[src/hw/rtl/evol_pkg.sv]
// evol_pkg: shared types, constants and register codes of the ewma volatility estimator
// no dependencies; imported by every module of the block
`timescale 1ns / 1ps
package evol_pkg;
  localparam int PRICE_WIDTH_DEF = 48;
  localparam int VOL_WIDTH_DEF   = 32;
  localparam int WORD_W          = 64;
  localparam int CFG_IDX_W       = 2;
  localparam int CFG_DATA_W      = 32;
  localparam int QUEUE_DEPTH     = 2;
  localparam int VAR_W           = 48;
  localparam int ALPHA_W         = 16;
  localparam int SCALE_W         = 26;
  localparam int FRAC_W          = 32;
  localparam int EXP_W           = 6;
  localparam int LOG_W           = EXP_W + FRAC_W;
  localparam int DIFF_W          = 33;

  localparam logic [CFG_IDX_W-1:0] CFG_SMOOTHING    = 2'd0;
  localparam logic [CFG_IDX_W-1:0] CFG_START_VOL    = 2'd1;
  localparam logic [CFG_IDX_W-1:0] CFG_VOL_FLOOR    = 2'd2;
  localparam logic [CFG_IDX_W-1:0] CFG_ANNUAL_SCALE = 2'd3;

  localparam logic [ALPHA_W-1:0] RST_SMOOTHING    = 16'd9830;
  localparam logic [31:0]        RST_START_VOL    = 32'd3277;
  localparam logic [31:0]        RST_VOL_FLOOR    = 32'd1311;
  localparam logic [SCALE_W-1:0] RST_ANNUAL_SCALE = 26'd21772800;

  // ln 2 as Q0.31
  localparam logic [30:0] LN2_Q31 = 31'd1488522236;
  localparam logic [VAR_W-1:0] VAR_MAX = '1;

  typedef enum logic [1:0] {KIND_BAD, KIND_FIRST, KIND_UPDATE} evol_kind_t;

  typedef struct packed {
    evol_kind_t          kind;
    logic [WORD_W-1:0]   price;
  } evol_item_t;

  typedef struct packed {
    logic                  we;
    logic [CFG_IDX_W-1:0]  index;
    logic [CFG_DATA_W-1:0] data;
  } evol_cfg_wr_t;
endpackage

[src/hw/rtl/evol_front.sv]
// evol_front: accepts price requests and classifies them as bad, first or update
// depends on evol_pkg
`timescale 1ns / 1ps
module evol_front import evol_pkg::*; #(
  parameter int PRICE_WIDTH = PRICE_WIDTH_DEF
) (
  input  logic                   clk,
  input  logic                   rst,
  input  logic                   in_valid,
  output logic                   in_ready,
  input  logic [PRICE_WIDTH-1:0] price,
  output logic                   push,
  output evol_item_t             push_item,
  input  logic                   queue_full
);
  logic seen;
  logic zero;

  assign zero      = (price == '0);
  assign in_ready  = !queue_full;
  assign push      = in_valid && !queue_full;
  assign push_item.price = WORD_W'(price);
  assign push_item.kind  = zero ? KIND_BAD : (seen ? KIND_UPDATE : KIND_FIRST);

  always_ff @(posedge clk) begin
    if (rst) begin
      seen <= 1'b0;
    end else if (push && !zero) begin
      seen <= 1'b1;
    end
  end
endmodule

[config.mk]
export PLATFORM = sky130hd
export DESIGN_NAME = evol_front
export DESIGN_NICKNAME = d
export VERILOG_FILES = /design/src/hw/rtl/evol_pkg.sv /design/src/hw/rtl/evol_front.sv
export SDC_FILE = /design/constraint.sdc
export NUM_CORES = 1
export LEC_CHECK = 0
export BUFFER_PORTS_ARGS = -buffer_cell sky130_fd_sc_hd__buf_2
export CAP_MARGIN = 20
export CORE_MARGIN = 5
export CORE_UTILIZATION = 24
export CTS_CLUSTER_DIAMETER = 50
export DETAILED_ROUTE_END_ITERATION = 6
export PLACE_DENSITY = 0.85
export SETUP_SLACK_MARGIN = 0.02
export SLEW_MARGIN = 25
export SYNTH_ARGS = -nofsm -noshare
export SYNTH_HDL_FRONTEND = slang
export SYNTH_SLANG_ARGS = --single-unit
[constraint.sdc]
create_clock -name clk -period 0.8 [get_ports clk]
set_input_delay 0 -clock clk [delete_from_list [all_inputs] [get_ports clk]]
set_output_delay 0 -clock clk [all_outputs]
set_load 0.01 [all_outputs]
Word-level counts from Yosys, hierarchy flattened
Cells that the tools add are included.
W data, S select, Z words.
- muxes and demuxes: 2
- reductions and logical operators: 5
- operators by type and width (kind ; number):
    $logic_not A48 Y1 ; 1
    $mux W2 ; 2
    $logic_and A1 B1 Y1 ; 2
    $logic_not A1 Y1 ; 2
- register bits after elaboration: 1
- bits of input ports: 52
- output and inout port bits: 68
- logic and storage cells: 8

Logic depth before layout (Yosys ltp)
Gate-level depths: netlist of the first run.
- depth in word-level cells: 3
- mapped depth: 3
- mapped depth without buffers: 3

Worst setup path before layout of the first run
No wires, ideal clock.
- kind: input-to-reg
- start point: input port price[26]
- end point: register seen
- setup time: 134 ps
- data arrival time: 570 ps
- data required time: 666 ps
- slack: 96 ps
- cell stages on the path: 3
- buffers on the path: 0
- path through: nor4_1 -> and4_1 -> a41oi_1
- cells in the longest elaborated chain, start to end: 3
- ends and longest elaborated chain (what ; line ; RTL):
    start: declaration ; evol_front.sv:11 ; input logic [PRICE_WIDTH-1:0] price,
    $logic_not A48 Y1 ; evol_front.sv:19 ; assign zero = (price == '0);
    $logic_not A1 Y1 ; evol_front.sv:28 ; end else if (push && !zero) begin
    $logic_and A1 B1 Y1 ; evol_front.sv:28 ;
    end signal: assignment ; evol_front.sv:27 ; seen <= 1'b0;
    end signal: assignment ; evol_front.sv:29 ; seen <= 1'b1;
    end: declaration ; evol_front.sv:16 ; logic seen;
No other way between the ends.
A chain may end at the register's enable or synchronous reset.

Worst setup path after layout of the first run
- start point: input port price[44]
- end point: register seen
Same word-level chain as after synthesis.

==> run metrics, run 1 <==
width of the die 62.2 um; Synth area leader buf_4; port bufs 103; share of layout cells above drive strength 1 84.0%; initial core utilization 24.4%; Reg power frac 9.3%; setup ws final -85.2 ps; register area share after synthesis 3.06%; gr usage total 10.3%; Cell Area, Synth 654 um2; Tmin final 885 ps; post-synth top area share 73.4%; Synth top cells by count buf_4 (64), nor4_1 (11), and4_1 (3); Async SR Flop Fraction 0%; Syn. warnings 0; Synth cell types 11; area taken by multi-input logic gates 365 um2; Fillers 281; RSZ-0062 raised after global routing yes; clk_lat worst skew 0 ps; Pre-antenna DRT Iters 4; hold_buf cts 0; GPL Wtd Cong 0.722; Peak Freq 1130 MHz; Worst EP arrival 750 ps; status complete, but fails checks; Post-CTS Setup Bufs 0; crit-path max cell delay 280 ps; maximum VDD drop 0.510 mV; Max Slew Vio Count 0; Req. time, crit path 660 ps; flop and latch count out of synthesis 1; Largest register FFs 1; crit share post-route 111%; violated checks negative setup slack; crit-path cells buf_6 > nor4_4 > and4_4 > a41oi_2; CP Class in -> reg; Clk pwr share 0%; Hold Vio Cnt, Final 0; Hold WC Path Type in -> out; Die Ht 62.2 um; Largest Register seen; total grt overflow 0; Total Wirelength 2330 um; syn avg cell area 7.44 um2; CP Capture Type flip-flop; top cells by area, synth buf_4 (73%), nor4_1 (11%), and4_1 (4.0%); # IOs 120; ys flop type dfxtp_1; initial antenna violation count 0; maximum fanout along the worst path 3; DR vias 734; Pint 327 uW; Area Overhead vs Synth 63.9%; PD cells 577 nW/um2; Post-DP HPWL 1980 um; Sw Pwr 292 uW; # diodes 0; Reg area 20.0 um2; Die ar. 3870 um2; Worst Skew 0 ps; clk slew on worst S/H paths 0 ps; largest net degree at the start of global routing 4; Maximum Capacitance Violations 0; Gate Count Post-Synth 88; Critical-path top delay cell and4_4; final setup violation count 3; biggest regs seen x1; ANT nets after route 0; nets@finish 198; total power 619 uW; cell row count 19; initial DRC count 15; Routed wire per std cell 13.3 um; vias in the first global route 795; Setup WS pre-CTS -257 ps; EDFF count, synth 0; CP Launch Type input port; most common cell in the netlist buf_4; Comb power frac 90.7%; drt drc 0; Placeable Area 2690 um2; vias per inst 4.19; Sw Share 47.1%; first-pass GRT wire length 3550 um; Static Leak 0.570 nW
critical path, delay by kind of cell:
kind / cells / cell delay, ps
AND/OR/NAND/NOR: 2 / 540
AO/OA/AOI/OAI: 1 / 120
buffers and inverters: 1 / 100
per-stage QoR:
step | TNS [ps] | hold WS [ps] | utilization (%) | std cells | instance area (um2)
CTS | -255 | 187 | 36.2 | 175 | 972
global route | -406 | 195 | 39.9 | 175 | 1070
detailed placement | -671 | 202 | 29.8 | 175 | 800
global placement | -685 | 199 | 29.8 | 175 | 800
floorplan | 0 | 43.5 | - | 103 | 711
finish | -227 | 188 | 39.9 | 175 | 1070
power groups by stage:
stage | combinational (mW) | clock, mW | sequential (mW)
floorplan | 0.368 | 0 | 0.0563
detailed placement | 0.431 | 0 | 0.0574
finish | 0.562 | 0 | 0.0575
CTS | 0.511 | 0 | 0.0574
global route | 0.607 | 0 | 0.0574
global placement | 0.424 | 0 | 0.0571
cells by family (layout without fill, tap and decap cells):
logic type             after synthesis  count (layout)  share of synthesized area, %
AOI/OAI and AO/OA                    4               4                          4.40
other                                1              16                         0.573
buffers and inverters               66             107                          74.6
and+or+nand+nor                     16              16                          17.4
DFF                                  1               1                          3.06
timing repair:
action | in CTS | in global routing
setup endpoints to repair | 3 | 3
pin swaps | 10 | 12
resized for setup | 29 | 15
endpoints found under the hold margin | 0 | 0
layer usage:
metal  GRT usage [%]  share of wire, %  vias up
met5               0                 0        -
met4           0.813               1.2        0
met3            4.50                16        2
met2            21.4                55       68
met1            9.17                28      330
li1                -                 -      334
path summary, 6_finish.rpt:
| check | startpoint | endpoint | slack (ps) | depth (start not counted) |
|---|---|---|---|---|
| min | price[16] | push_item[16] | 190 | 2 |
| max | price[44] | seen | -90 | 4 |
| min reg2reg | seen | seen | 570 | 2 |
| max reg2reg | seen | seen | 110 | 2 |
placed cells by master, fill, tap and decap left out:
| cell type | count |
|---|---|
| nor4_4 | 9 |
| a31oi_1 | 2 |
| buf_6 | 16 |
| nor2b_1 | 1 |
| dfxtp_1 | 1 |
| o21bai_1 | 1 |
| conb_1 | 16 |
| and4_4 | 3 |
| buf_2 | 86 |
| buf_8 | 1 |
| inv_1 | 2 |
| nor4_2 | 3 |
| a41oi_2 | 1 |
| buf_4 | 2 |
cell type report:
cell class	instances	area share, %
multi-input cells	36	34.1
well taps	31	3.62
repair buffers	105	59.7
flip-flops and latches	1	1.87
inverters	2	0.700
(Power assumes the default switching activity.)
==> run 2, diff against run 1 <==
CORE_ASPECT_RATIO = 1.75   (was not set)
==> run 2 against run 1 <==
  * The flow still finishes with violations (negative setup slack)
  * Flip-flop and latch count stayed put
  * Largest cell class unchanged
  * Die area is 1.1% higher
  * Final cell count is 3.4% lower
  * Core utilization is 4.7 points lower
  * Design area is 13% lower
  * Clock skew stayed put
  * First-iteration DRC count is 87% lower
  * Setup slack worse by 24 ps
  * Worst hold slack worse by 3.1 ps
  * Critical path type is now in -> out
  * Global-route usage is 0.56 points lower
  * Combinational power is 13% lower
  * Total power is 12% lower
==> run metrics, run 2 (synthesized netlist as in run 1, its figures left out) <==
Placeable Area 2660 um2 (was 2690 um2); Static Leak 0.531 nW (was 0.570 nW); maximum VDD drop 0.211 mV (was 0.510 mV); Hold WC Path Type in -> out (unchanged); fin area 937 um2 (was 1070 um2); Die ar. 3910 um2 (was 3870 um2); CP Launch Type input port (unchanged); GPL Wtd Cong 0.670 (was 0.722); Post-DP HPWL 2010 um (was 1980 um); maximum fanout along the worst path 3 (unchanged); share of layout cells above drive strength 1 83.8% (was 84.0%); initial core utilization 24.6% (was 24.4%); Worst Skew 0 ps (unchanged); Buf/Inv on CP 2 (was 1); setup ws final -109 ps (was -85.2 ps); crit-path max cell delay 290 ps (was 280 ps); Peak Freq 1100 MHz (was 1130 MHz); Die Ht 79.1 um (was 62.2 um); most frequent cells in the layout buf_2 (94), conb_1 (16), nor4_2 (10), buf_6 (9), and4_4 (3) (was buf_2 (86), conb_1 (16), buf_6 (16), nor4_4 (9)); first-pass GRT wire length 3260 um (was 3550 um); Post-DP Area 779 um2 (was 800 um2); Hold Vio Cnt, Final 0 (unchanged); hold_buf cts 0 (unchanged); Area Overhead vs Synth 43.2% (was 63.9%); Largest Register seen (unchanged); drt drc 0 (unchanged); Tmin final 909 ps (was 885 ps); Pre-antenna DRT Iters 3 (was 4); # diodes 0 (unchanged); ANT nets after route 0 (unchanged); RSZ-0062 raised after global routing yes (unchanged); CP Class in -> out (was in -> reg); Largest register FFs 1 (unchanged); Worst EP arrival 910 ps (was 750 ps); crit share post-route 114% (was 111%); clk_lat worst skew 0 ps (about the same); Fillers 279 (was 281); vias per inst 4.27 (was 4.19); gr usage total 9.76% (was 10.3%); crit-path cells buf_6 > nor4_4 > and4_4 > a31oi_1 > buf_2 (was buf_6 > nor4_4 > and4_4 > a41oi_2); port bufs 103 (unchanged); width of the die 49.5 um (was 62.2 um); DR vias 722 (was 734); Maximum Capacitance Violations 0 (unchanged); cell row count 25 (was 19); initial DRC count 2 (was 15); total grt overflow 0 (unchanged); biggest regs seen x1 (unchanged); TNS Setup -303 ps (was -227 ps); Req. time, crit path 800 ps (was 660 ps); largest net degree at the start of global routing 4 (unchanged); CP Capture Type output pin (was flip-flop); PD cells 583 nW/um2 (was 577 nW/um2); Total Wirelength 2180 um (was 2330 um); Post-CTS Setup Bufs 0 (unchanged); nets@finish 196 (was 198); Routed wire per std cell 12.9 um (was 13.3 um); Max Slew Vio Count 0 (unchanged); violated checks negative setup slack (unchanged); status complete, but fails checks (unchanged); commonest non-fill, non-tap cell in the layout buf_2 (unchanged); # IOs 120 (unchanged); vias in the first global route 741 (was 795); final setup violation count 3 (unchanged); CP delay by family, top simple AND/OR/NAND/NOR gates (unchanged); Critical-path top delay cell nor4_4 (was and4_4); initial antenna violation count 0 (unchanged)
[run 2: cell type report]
| class | instances | area, um2 | share of cell area (%) |
|---|---|---|---|
| Timing Repair Buffer | 103 | 572 | 61.0 |
| Multi-Input combinational cell | 36 | 304 | 32.4 |
| Tap cell | 27 | 33.8 | 3.60 |
| Sequential cell | 1 | 20.0 | 2.14 |
| Inverter | 2 | 7.51 | 0.801 |
[run 2: per-layer routing]
layer | track usage (%) | up-vias | wire [um]
met5 | 0 | - | 0
met2 | 20.4 | 86 | 1170
li1 | - | 331 | -
met1 | 9.66 | 305 | 624
met3 | 2.63 | 0 | 382
met4 | 0 | 0 | 0
[run 2: worst register-to-register path: cells and delay by family, from the launching register on]
family         cells  cell delay [ps]
AO/OA/AOI/OAI      2              230
flip-flops         1              300
[run 2: through the flow]
step	util [%]	total power [mW]	std cells	hold slack [ps]	setup slack [ps]
4_1_cts	32.9	0.522	169	187	-139
6_report	35.2	0.546	169	185	-109
3_3_place_gp	29.3	0.476	169	200	-370
5_1_grt	35.2	0.593	169	192	-156
2_1_floorplan	-	0.424	103	43.5	96.0
3_5_place_dp	29.3	0.482	169	201	-362
[run 2: what timing repair did]
action / in CTS / in global routing
pin swaps: 7 / 11
gates resized for setup: 17 / 11
setup endpoints to repair: 3 / 3
[run 2: path summary, 6_finish.rpt]
| path | from | endpoint | slack [ps] | depth (start not counted) |
|---|---|---|---|---|
| hold / removal | price[46] | push_item[46] | 180 | 2 |
| hold reg to reg | seen | seen | 560 | 2 |
| setup reg to reg | seen | seen | 140 | 2 |
| setup / recovery | price[42] | push_item[64] | -110 | 5 |
[run 2: report_power, final]
part | internal, mW | switching [mW] | total [mW]
registers | 0.0544 | 0.00230 | 0.0567
logic | 0.232 | 0.258 | 0.490
clock network | 0 | 0 | 0
total | 0.286 | 0.260 | 0.546
